[src/design/amd_pkg.sv]
// Package for the agent message deframer: phase encoding, part labels,
// configuration register indexes and their reset values.
// No dependencies; the core, amd_out_if and amd_cfg_if use it.
package amd_pkg;

    // Message phase, one-hot.
    typedef enum logic [5:0] {
        PH_HEADER  = 6'b000001,
        PH_IDLEN   = 6'b000010,
        PH_IDENT   = 6'b000100,
        PH_PLEN    = 6'b001000,
        PH_PAYLOAD = 6'b010000,
        PH_BUNDLE  = 6'b100000
    } phase_t;

    // Labels carried on the part field of a result.
    typedef logic [2:0] part_t;
    localparam part_t PART_HEADER  = 3'd0;
    localparam part_t PART_IDLEN   = 3'd1;
    localparam part_t PART_IDENT   = 3'd2;
    localparam part_t PART_PLEN    = 3'd3;
    localparam part_t PART_PAYLOAD = 3'd4;
    localparam part_t PART_BUNDLE  = 3'd5;
    localparam part_t PART_ERROR   = 3'd6;

    // Configuration register indexes.
    typedef logic [2:0] cfg_index_t;
    localparam cfg_index_t CFG_EXPECTED_VERSION   = 3'd0;
    localparam cfg_index_t CFG_HIGHEST_KNOWN_TYPE = 3'd1;
    localparam cfg_index_t CFG_IDENT_TYPE_MASK    = 3'd2;
    localparam cfg_index_t CFG_PAYLOAD_TYPE_MASK  = 3'd3;
    localparam cfg_index_t CFG_BUNDLE_TYPE_MASK   = 3'd4;

    localparam int CFG_DATA_W = 16;

    // Register values after reset.
    localparam logic [3:0]  RST_EXPECTED_VERSION   = 4'h1;
    localparam logic [3:0]  RST_HIGHEST_KNOWN_TYPE = 4'hA;
    localparam logic [15:0] RST_IDENT_TYPE_MASK    = 16'h069C;
    localparam logic [15:0] RST_PAYLOAD_TYPE_MASK  = 16'h0618;
    localparam logic [15:0] RST_BUNDLE_TYPE_MASK   = 16'h0060;

    // Where the following phase is chosen from.
    typedef enum logic [1:0] {
        DONE_HEADER  = 2'd0,
        DONE_IDENT   = 2'd1,
        DONE_PAYLOAD = 2'd2
    } done_t;

endpackage

[src/design/amd_in_if.sv]
// Input channel of the deframer: one received byte per request.
// Depends on nothing but the valid/ready convention.
interface amd_in_if;
    logic       valid;
    logic       ready;
    logic [7:0] data_byte;

    modport source (output valid, output data_byte, input ready);
    modport sink   (input valid, input data_byte, output ready);
endinterface

[src/design/amd_out_if.sv]
// Result channel of the deframer: one labeled byte per request.
// Uses part_t from amd_pkg.
interface amd_out_if;
    logic             valid;
    logic             ready;
    logic [7:0]       byte_out;
    amd_pkg::part_t   part;
    logic [3:0]       msg_kind;
    logic             end_of_message;
    logic [15:0]      ident_length;
    logic [63:0]      payload_length;
    logic [63:0]      bundle_number;

    modport source (output valid, output byte_out, output part, output msg_kind,
                    output end_of_message, output ident_length,
                    output payload_length, output bundle_number, input ready);
    modport sink   (input valid, input byte_out, input part, input msg_kind,
                    input end_of_message, input ident_length,
                    input payload_length, input bundle_number, output ready);
endinterface

[src/design/amd_cfg_if.sv]
// Configuration write channel of the deframer: register index and data.
// Uses cfg_index_t and CFG_DATA_W from amd_pkg.
interface amd_cfg_if;
    logic                              valid;
    logic                              ready;
    amd_pkg::cfg_index_t               index;
    logic [amd_pkg::CFG_DATA_W-1:0]    data;

    modport source (output valid, output index, output data, input ready);
    modport sink   (input valid, input index, input data, output ready);
endinterface

[src/design/agent_message_deframer_core.sv]
// Agent message deframer: labels each received byte within a framed message.
// Results are registered, valid in the cycle after their byte is accepted.
// Throughput: one byte per cycle while results are taken. Byte path: the
// state registers, one 64-bit decrement and zero test, the output register.
// Reset (rst_n low, asynchronous): configuration returns to its defaults, the
// parser expects a header, all counters and lengths clear, no result is held.
module agent_message_deframer_core (
    input  logic       clk,
    input  logic       rst_n,
    amd_in_if.sink     byte_ch,
    amd_out_if.source  label_ch,
    amd_cfg_if.sink    cfg
);
    import amd_pkg::*;

    typedef struct packed {
        phase_t phase;
        logic   eom;
    } adv_t;

    // Configuration registers.
    logic [3:0]  exp_ver_reg;
    logic [3:0]  max_type_reg;
    logic [15:0] id_mask_reg;
    logic [15:0] pl_mask_reg;
    logic [15:0] bn_mask_reg;

    // Parser state.
    phase_t      phase_reg,  phase_next;
    logic [3:0]  kind_reg,   kind_next;
    logic [2:0]  cnt_reg,    cnt_next;
    logic [15:0] idlen_reg,  idlen_next;
    logic [63:0] rem_reg,    rem_next;
    logic [63:0] shift_reg,  shift_next;
    logic [63:0] plen_reg,   plen_next;

    // Result register.
    logic        ovalid_reg;
    logic [7:0]  obyte_reg;
    part_t       opart_reg;
    logic [3:0]  okind_reg;
    logic        oeom_reg;
    logic [15:0] oidlen_reg;
    logic [63:0] oplen_reg;
    logic [63:0] obundle_reg;

    // Combinational results for the byte being accepted.
    part_t       part_c;
    logic [3:0]  kind_c;
    logic        eom_c;
    logic [15:0] idlen_c;
    logic [63:0] plen_c;
    logic [63:0] bundle_c;

    logic [7:0]  b;
    logic [3:0]  typ;
    logic [3:0]  sel_kind;
    logic        has_id, has_pl, has_bn;
    logic        hdr_bad;
    logic [63:0] rem_dec;
    logic [2:0]  cnt_inc;
    logic [63:0] shift_in;
    logic [15:0] idlen_in;
    adv_t        adv;
    logic        accept;

    // Pick the part that follows a finished stage, in the fixed order
    // identifier, payload, bundle id. No part left means the message ends.
    function automatic adv_t advance(input done_t done, input logic hid,
                                     input logic hpl, input logic hbn);
        adv_t r;
        r.eom   = 1'b0;
        r.phase = PH_HEADER;
        if (done == DONE_HEADER && hid) begin
            r.phase = PH_IDLEN;
        end else if ((done == DONE_HEADER || done == DONE_IDENT) && hpl) begin
            r.phase = PH_PLEN;
        end else if (hbn) begin
            r.phase = PH_BUNDLE;
        end else begin
            r.eom = 1'b1;
        end
        return r;
    endfunction

    // The input side is free whenever the result register is empty or being
    // drained in this cycle; while that holds, a byte can enter every cycle.
    assign byte_ch.ready = !ovalid_reg || label_ch.ready;
    assign accept        = byte_ch.valid && byte_ch.ready;
    assign cfg.ready     = 1'b1;

    assign b        = byte_ch.data_byte;
    assign typ      = b[3:0];
    // In the header phase the new type code decides which parts follow.
    assign sel_kind = (phase_reg == PH_HEADER) ? typ : kind_reg;
    assign has_id   = id_mask_reg[sel_kind];
    assign has_pl   = pl_mask_reg[sel_kind];
    assign has_bn   = bn_mask_reg[sel_kind];
    assign hdr_bad  = (b[7:4] != exp_ver_reg) || (typ > max_type_reg);
    assign rem_dec  = (rem_reg != 64'd0) ? rem_reg - 64'd1 : rem_reg;
    assign cnt_inc  = cnt_reg + 3'd1;
    assign shift_in = {shift_reg[55:0], b};
    assign idlen_in = {idlen_reg[7:0], b};

    always_comb
    begin
        phase_next = phase_reg;
        kind_next  = kind_reg;
        cnt_next   = cnt_reg;
        idlen_next = idlen_reg;
        rem_next   = rem_reg;
        shift_next = shift_reg;
        plen_next  = plen_reg;
        part_c     = PART_HEADER;
        eom_c      = 1'b0;
        bundle_c   = 64'd0;
        adv        = '{phase: PH_HEADER, eom: 1'b0};
        kind_c     = kind_reg;

        case (phase_reg)
            PH_IDLEN:
            begin
                part_c     = PART_IDLEN;
                idlen_next = idlen_in;
                cnt_next   = cnt_inc;
                if (cnt_inc >= 3'd2) begin
                    if (idlen_in != 16'd0) begin
                        phase_next = PH_IDENT;
                        cnt_next   = 3'd0;
                        rem_next   = {48'd0, idlen_in};
                    end else begin
                        adv        = advance(DONE_IDENT, has_id, has_pl, has_bn);
                        phase_next = adv.phase;
                        eom_c      = adv.eom;
                        cnt_next   = 3'd0;
                        shift_next = 64'd0;
                        rem_next   = 64'd0;
                    end
                end
            end
            PH_IDENT, PH_PAYLOAD:
            begin
                part_c   = (phase_reg == PH_IDENT) ? PART_IDENT : PART_PAYLOAD;
                rem_next = rem_dec;
                if (rem_dec == 64'd0) begin
                    adv        = advance((phase_reg == PH_IDENT) ? DONE_IDENT
                                                                 : DONE_PAYLOAD,
                                         has_id, has_pl, has_bn);
                    phase_next = adv.phase;
                    eom_c      = adv.eom;
                    cnt_next   = 3'd0;
                    shift_next = 64'd0;
                end
            end
            PH_PLEN:
            begin
                part_c     = PART_PLEN;
                shift_next = shift_in;
                cnt_next   = cnt_inc;
                // The eighth length byte wraps the counter to zero.
                if (cnt_inc == 3'd0) begin
                    plen_next = shift_in;
                    if (shift_in != 64'd0) begin
                        phase_next = PH_PAYLOAD;
                        shift_next = 64'd0;
                        rem_next   = shift_in;
                    end else begin
                        adv        = advance(DONE_PAYLOAD, has_id, has_pl, has_bn);
                        phase_next = adv.phase;
                        eom_c      = adv.eom;
                        shift_next = 64'd0;
                        rem_next   = 64'd0;
                    end
                end
            end
            PH_BUNDLE:
            begin
                part_c     = PART_BUNDLE;
                shift_next = shift_in;
                cnt_next   = cnt_inc;
                if (cnt_inc == 3'd0) begin
                    bundle_c   = shift_in;
                    shift_next = 64'd0;
                    phase_next = PH_HEADER;
                    eom_c      = 1'b1;
                end
            end
            default:
            begin
                // Header byte; an unreachable phase code is handled the same.
                idlen_next = 16'd0;
                plen_next  = 64'd0;
                cnt_next   = 3'd0;
                rem_next   = 64'd0;
                shift_next = 64'd0;
                if (hdr_bad) begin
                    // Flag the byte and take the next one as a header again.
                    part_c     = PART_ERROR;
                    phase_next = PH_HEADER;
                    kind_c     = typ;
                end else begin
                    part_c     = PART_HEADER;
                    kind_next  = typ;
                    kind_c     = typ;
                    adv        = advance(DONE_HEADER, has_id, has_pl, has_bn);
                    phase_next = adv.phase;
                    eom_c      = adv.eom;
                end
            end
        endcase

        idlen_c = idlen_next;
        plen_c  = plen_next;
    end

    // Configuration writes; an index past the last register is ignored.
    always_ff @(posedge clk or negedge rst_n)
    begin
        if (!rst_n) begin
            exp_ver_reg  <= RST_EXPECTED_VERSION;
            max_type_reg <= RST_HIGHEST_KNOWN_TYPE;
            id_mask_reg  <= RST_IDENT_TYPE_MASK;
            pl_mask_reg  <= RST_PAYLOAD_TYPE_MASK;
            bn_mask_reg  <= RST_BUNDLE_TYPE_MASK;
        end else if (cfg.valid && cfg.ready) begin
            case (cfg.index)
                CFG_EXPECTED_VERSION:   exp_ver_reg  <= cfg.data[3:0];
                CFG_HIGHEST_KNOWN_TYPE: max_type_reg <= cfg.data[3:0];
                CFG_IDENT_TYPE_MASK:    id_mask_reg  <= cfg.data;
                CFG_PAYLOAD_TYPE_MASK:  pl_mask_reg  <= cfg.data;
                CFG_BUNDLE_TYPE_MASK:   bn_mask_reg  <= cfg.data;
                default:                ;
            endcase
        end
    end

    // Parser state advances once per accepted byte.
    always_ff @(posedge clk or negedge rst_n)
    begin
        if (!rst_n) begin
            phase_reg <= PH_HEADER;
            kind_reg  <= 4'd0;
            cnt_reg   <= 3'd0;
            idlen_reg <= 16'd0;
            rem_reg   <= 64'd0;
            shift_reg <= 64'd0;
            plen_reg  <= 64'd0;
        end else if (accept) begin
            phase_reg <= phase_next;
            kind_reg  <= kind_next;
            cnt_reg   <= cnt_next;
            idlen_reg <= idlen_next;
            rem_reg   <= rem_next;
            shift_reg <= shift_next;
            plen_reg  <= plen_next;
        end
    end

    // Result register: holds its request until the sink takes it.
    always_ff @(posedge clk or negedge rst_n)
    begin
        if (!rst_n) begin
            ovalid_reg <= 1'b0;
        end else if (accept) begin
            ovalid_reg <= 1'b1;
        end else if (label_ch.ready) begin
            ovalid_reg <= 1'b0;
        end
    end

    always_ff @(posedge clk)
    begin
        if (accept) begin
            obyte_reg   <= b;
            opart_reg   <= part_c;
            okind_reg   <= kind_c;
            oeom_reg    <= eom_c;
            oidlen_reg  <= (part_c == PART_ERROR) ? 16'd0 : idlen_c;
            oplen_reg   <= (part_c == PART_ERROR) ? 64'd0 : plen_c;
            obundle_reg <= bundle_c;
        end
    end

    assign label_ch.valid          = ovalid_reg;
    assign label_ch.byte_out       = obyte_reg;
    assign label_ch.part           = opart_reg;
    assign label_ch.msg_kind       = okind_reg;
    assign label_ch.end_of_message = oeom_reg;
    assign label_ch.ident_length   = oidlen_reg;
    assign label_ch.payload_length = oplen_reg;
    assign label_ch.bundle_number  = obundle_reg;

endmodule

[src/flat_wrapper.sv]
// flat-port wrapper written by rule: the top's interface ports become plain ports
module agent_message_deframer_core_flat import amd_pkg::*;
  (clk, rst_n, byte_ch_valid, byte_ch_data_byte, byte_ch_ready, label_ch_valid, label_ch_byte_out, label_ch_part, label_ch_msg_kind, label_ch_end_of_message, label_ch_ident_length, label_ch_payload_length, label_ch_bundle_number, label_ch_ready, cfg_valid, cfg_index, cfg_data, cfg_ready);
  amd_in_if byte_ch_i ();
  amd_out_if label_ch_i ();
  amd_cfg_if cfg_i ();
  input  logic clk;
  input  logic rst_n;
  input wire logic [$bits(byte_ch_i.valid)-1:0] byte_ch_valid;
  input wire logic [$bits(byte_ch_i.data_byte)-1:0] byte_ch_data_byte;
  output wire logic [$bits(byte_ch_i.ready)-1:0] byte_ch_ready;
  output wire logic [$bits(label_ch_i.valid)-1:0] label_ch_valid;
  output wire logic [$bits(label_ch_i.byte_out)-1:0] label_ch_byte_out;
  output wire logic [$bits(label_ch_i.part)-1:0] label_ch_part;
  output wire logic [$bits(label_ch_i.msg_kind)-1:0] label_ch_msg_kind;
  output wire logic [$bits(label_ch_i.end_of_message)-1:0] label_ch_end_of_message;
  output wire logic [$bits(label_ch_i.ident_length)-1:0] label_ch_ident_length;
  output wire logic [$bits(label_ch_i.payload_length)-1:0] label_ch_payload_length;
  output wire logic [$bits(label_ch_i.bundle_number)-1:0] label_ch_bundle_number;
  input wire logic [$bits(label_ch_i.ready)-1:0] label_ch_ready;
  input wire logic [$bits(cfg_i.valid)-1:0] cfg_valid;
  input wire logic [$bits(cfg_i.index)-1:0] cfg_index;
  input wire logic [$bits(cfg_i.data)-1:0] cfg_data;
  output wire logic [$bits(cfg_i.ready)-1:0] cfg_ready;
  assign byte_ch_i.valid = byte_ch_valid;
  assign byte_ch_i.data_byte = byte_ch_data_byte;
  assign byte_ch_ready = byte_ch_i.ready;
  assign label_ch_valid = label_ch_i.valid;
  assign label_ch_byte_out = label_ch_i.byte_out;
  assign label_ch_part = label_ch_i.part;
  assign label_ch_msg_kind = label_ch_i.msg_kind;
  assign label_ch_end_of_message = label_ch_i.end_of_message;
  assign label_ch_ident_length = label_ch_i.ident_length;
  assign label_ch_payload_length = label_ch_i.payload_length;
  assign label_ch_bundle_number = label_ch_i.bundle_number;
  assign label_ch_i.ready = label_ch_ready;
  assign cfg_i.valid = cfg_valid;
  assign cfg_i.index = cfg_index;
  assign cfg_i.data = cfg_data;
  assign cfg_ready = cfg_i.ready;
  agent_message_deframer_core u_core (.clk(clk), .rst_n(rst_n), .byte_ch(byte_ch_i), .label_ch(label_ch_i), .cfg(cfg_i));
endmodule
[config.mk]
export PLATFORM = sky130hd
export DESIGN_NAME = agent_message_deframer_core_flat
export DESIGN_NICKNAME = d
export VERILOG_FILES = /design/src/design/amd_pkg.sv /design/src/design/amd_in_if.sv /design/src/design/amd_out_if.sv /design/src/design/amd_cfg_if.sv /design/src/design/agent_message_deframer_core.sv /design/src/flat_wrapper.sv
export SDC_FILE = /design/constraint.sdc
export NUM_CORES = 1
export LEC_CHECK = 0
export ABC_AREA = 1
export CORE_MARGIN = 10
export CORE_UTILIZATION = 34
export CTS_CLUSTER_SIZE = 8
export DETAILED_ROUTE_END_ITERATION = 8
export DONT_BUFFER_PORTS = 1
export HOLD_SLACK_MARGIN = 0.02
export PLACE_DENSITY = 0.51
export SETUP_SLACK_MARGIN = 0.4
export SYNTH_ARGS = -nofsm -noshare
export SYNTH_HDL_FRONTEND = slang
export SYNTH_SLANG_ARGS = --single-unit
[constraint.sdc]
create_clock -name clk -period 6.2 [get_ports clk]
set_input_delay 0.31 -clock clk [delete_from_list [all_inputs] [get_ports clk]]
set_output_delay 0.31 -clock clk [all_outputs]
set_load 0.01 [all_outputs]
==> flow_summary_export.csv <==
group,metric,value,unit
setup_path,worstSetupPathType,"flop to flop",
sta,min_period,3.900,ns
grt,grt_pass1_wl,107.6,mm
routing,drt_iter0_markers,1299,
place,place.gp.congestion,0.9231,
synthesis,synth.cell_area,21170,sq um
layout,insertedDiodeCount,0,
setup_path,cp_max_fo,71,
sta,finalSetupViolations,0,
pwr,finalPower,0.007680,W
floorplan,coreArea,61710,sq um
setup_path,regToRegSetupSlack,2.30,ns
sta,period_share,0.6291,
sta,hold_viol_final,270,
cts,hold_buffers,30,
floorplan,die_y,269.6,um
setup_path,cp-start-kind,"flop",
outcome,outcome,"finished with violations",
setup_path,cp-end-kind,"flop",
synthesis,yosys-mux-area-fraction,0,
floorplan,die_area,72660,sq um
routing,firstDrtPassIters,6,
flow_run,max_cap_violations,0,
floorplan,start_util,0.3431,
synthesis,synthSimpleGateAreaFrac,0.2713,
synthesis,synth_warnings,0,
synthesis,seq_area_frac_synth,0.5469,
setup_path,cp_data_arrival_time,4.40,ns
synthesis,syn_inst,2607,
sta,tightest_slew,1.178,ns
synthesis,synthAdderAreaFrac,0.005318,
routing,wl_per_cell,20.09,um
setup_path,worstPathRequired,6.70,ns
grt,grt_pass1_vias,17190,
cts,cts_tree,"done",
place,numPortBuffers,0,
sta,skew,0.04277,ns
synthesis,synth.distinct_cells,38,
cts,cts_sinks,430,
sta,max_slew_margin,0.2124,
layout,n_fill_cell,6353,
floorplan,dieWidth,269.6,um
outcome,violations,"negative hold slack",
synthesis,yosys.area_share.xor_xnor,0.008273,
layout,instances_no_fill,3487,
layout,final_layout_size_suffix_gt1_frac,0.05698,
pwr,ir_drop,0.2320,mV
cts,clk_pin_slew,0.05,ns
hold_path,hp-class,"input pin to asynchronous set/reset pin",
cts,cts_made_buffers,60,
synthesis,synth.net_count,2648,
cts,clockBufferDepth,3,
floorplan,io_pins,195,
synthesis,avgSynthCellArea,8.122,sq um
pwr,powerDensity,321.3,nW/um^2
cts,cts-root-buf,"clkbuf_16",
sta,clock.fmax,256.4,MHz
layout,syn_to_final_growth,12.87,%
grt,grt_max_degree,271,
synthesis,synth-compound-area-share,0.09171,
routing,wl,70.04,mm
synthesis,synth_top_family_by_area,"simple AND/OR/NAND/NOR gates",
routing,num_vias,17590,
synthesis,ys_seq_elements,430,
sta,rsz0062_at_grt,"no",
grt,grtUsageTotal,0.1884,
cts,post_cts_buffers,0,
sta,finalSetupTns,0,ns
grt,antenna_found_initial,0,
sta,finalMaxSlewViolations,0,
cts,ctsResizeCount,0,
cts,cts_max_level,2,
routing,ant_nets,0,
cts,clk_latency,0.64,ns
layout,nNetsFinal,2645,
routing,drc,0,
layout,final-seq-area,11580,sq um
setup_path,timing.rr.start,"u_core.rem_reg[36]$_DFFE_PN0P_",
setup_path,reg2reg_to,"u_core.cnt_reg[2]$_DFFE_PN0P_",
setup_path,reg2reg_depth,18,
sta,whs,-0.6221,ns
floorplan,fp-row-count,91,
place,place_inst,3349,
grt,grt_overflow,0,
pwr,leakage,10.99,nW
place,hpwlAfterDp,48.16,mm
layout,multi_input_area,7990,sq um
routing,via_per_inst,5.043,
[metrics by stage]
step	worst slack (ns)	cell area [sq um]	util
floorplan	2.594	21180	-
global placement	2.343	21840	0.3539
detailed placement	2.352	21840	0.3539
CTS	2.320	23900	0.3873
global route	2.039	23900	0.3873
finish	2.300	23900	0.3873
[worst max-delay path, cell delays in order (launching register included)]
cell and delay [ns]:
dfrtp_1 0.47, nor2_1 0.20, nand2_1 0.14, nor2_1 0.26
nand2_1 0.13, nor2_1 0.15, nand2_2 0.05, buf_4 0.37
nand2_1 0.22, nand2_1 0.08, nor2_1 0.23, nand2_1 0.11
nor2_1 0.22, nand3_1 0.15, nand2_2 0.16, buf_4 0.46
nand2_1 0.17, nand2_1 0.10, nand2_1 0.05
[report_power, final]
part | leakage, nW | switching (W) | internal [W]
Combinational | 4.91 | 0.000962 | 0.000379
Clock | 0.838 | 0.00128 | 0.00183
Sequential | 5.24 | 0.000112 | 0.00312
Total | 11.0 | 0.00235 | 0.00533
[synth_stat cells]
cell type	number	share of area
nor4_1	14	0.0041
buf_6	11	0.0059
a21oi_1	7	0.0017
dfstp_2	16	0.020
o2111ai_1	1	0.00041
nand4_1	19	0.0056
a32oi_1	1	0.00041
inv_1	276	0.049
nand2_1	828	0.15
dfrtp_1	254	0.30
o21ai_1	29	0.0069
inv_2	9	0.0016
nand2b_1	1	0.00030
buf_2	4	0.00095
nor2_2	19	0.0056
nand2_2	10	0.0030
o21ai_0	181	0.043
nor3_1	6	0.0014
o221ai_1	3	0.0012
nor2_8	1	0.00095
xnor2_1	2	0.00083
ha_1	9	0.0053
clkbuf_1	83	0.015
or2_2	2	0.00059
clkinv_1	4	0.00071
buf_1	8	0.0014
nor2_1	313	0.055
o22ai_1	123	0.036
nor4_2	1	0.00059
nand3_1	154	0.036
nor2_4	5	0.0027
xor2_1	18	0.0074
conb_1	1	0.00018
buf_4	6	0.0021
nand3b_1	22	0.0078
o211ai_1	4	0.0014
edfxtp_1	160	0.23
a31oi_1	2	0.00059
[cell type report]
cell class,instances,area share
clock buffer,103,0.07041
multi-input combinational,1776,0.3343
timing repair buffer,47,0.01790
tap,837,0.04382
sequential,430,0.4846
inverter,289,0.04576
clock inverter,5,0.003194
[placed cells by master, fill, tap and decap left out, drive strengths merged, types with 18 or more instances in the layout]
cell	n
o22ai	123
nand2	838
xor2	18
nand4	19
nand3	154
nand3b	22
dlygate4sd3	30
clkbuf	103
o21ai	210
inv	285
edfxtp	160
dfrtp	254
nor2	338
[logic make-up after synthesis]
| kind of cell | after synthesis |
|---|---|
| compound gates | 351 |
| xor+xnor | 20 |
| fa+ha+maj | 9 |
| buf+inv | 401 |
| flops | 430 |
| other cells | 1 |
| simple gates | 1395 |
[metal layers]
layer | share of wire | GRT usage | vias up
li1 | - | - | 8455
met1 | 0.44 | 0.2487 | 8520
met2 | 0.47 | 0.3080 | 507
met3 | 0.063 | 0.03824 | 103
met4 | 0.027 | 0.05485 | 0
met5 | 0 | 0 | -
[how the worst max path moves through the flow]
stage                                            from                                        endpoint  cells after the start
global placement       u_core.rem_reg[36]$_DFFE_PN0P_                   u_core.cnt_reg[0]$_DFFE_PN0P_                     18
finish                 u_core.rem_reg[36]$_DFFE_PN0P_                   u_core.cnt_reg[2]$_DFFE_PN0P_                     18
detailed placement     u_core.rem_reg[36]$_DFFE_PN0P_                   u_core.cnt_reg[0]$_DFFE_PN0P_                     18
global route           u_core.rem_reg[38]$_DFFE_PN0P_                   u_core.cnt_reg[0]$_DFFE_PN0P_                     18
floorplan           u_core.label_ch.valid$_DFFE_PN0P_  u_core.label_ch.bundle_number[0]$_SDFFCE_PN0P_                      5
CTS                    u_core.rem_reg[36]$_DFFE_PN0P_                   u_core.cnt_reg[2]$_DFFE_PN0P_                     18
Note: power is estimated with default switching activity, not from simulation.
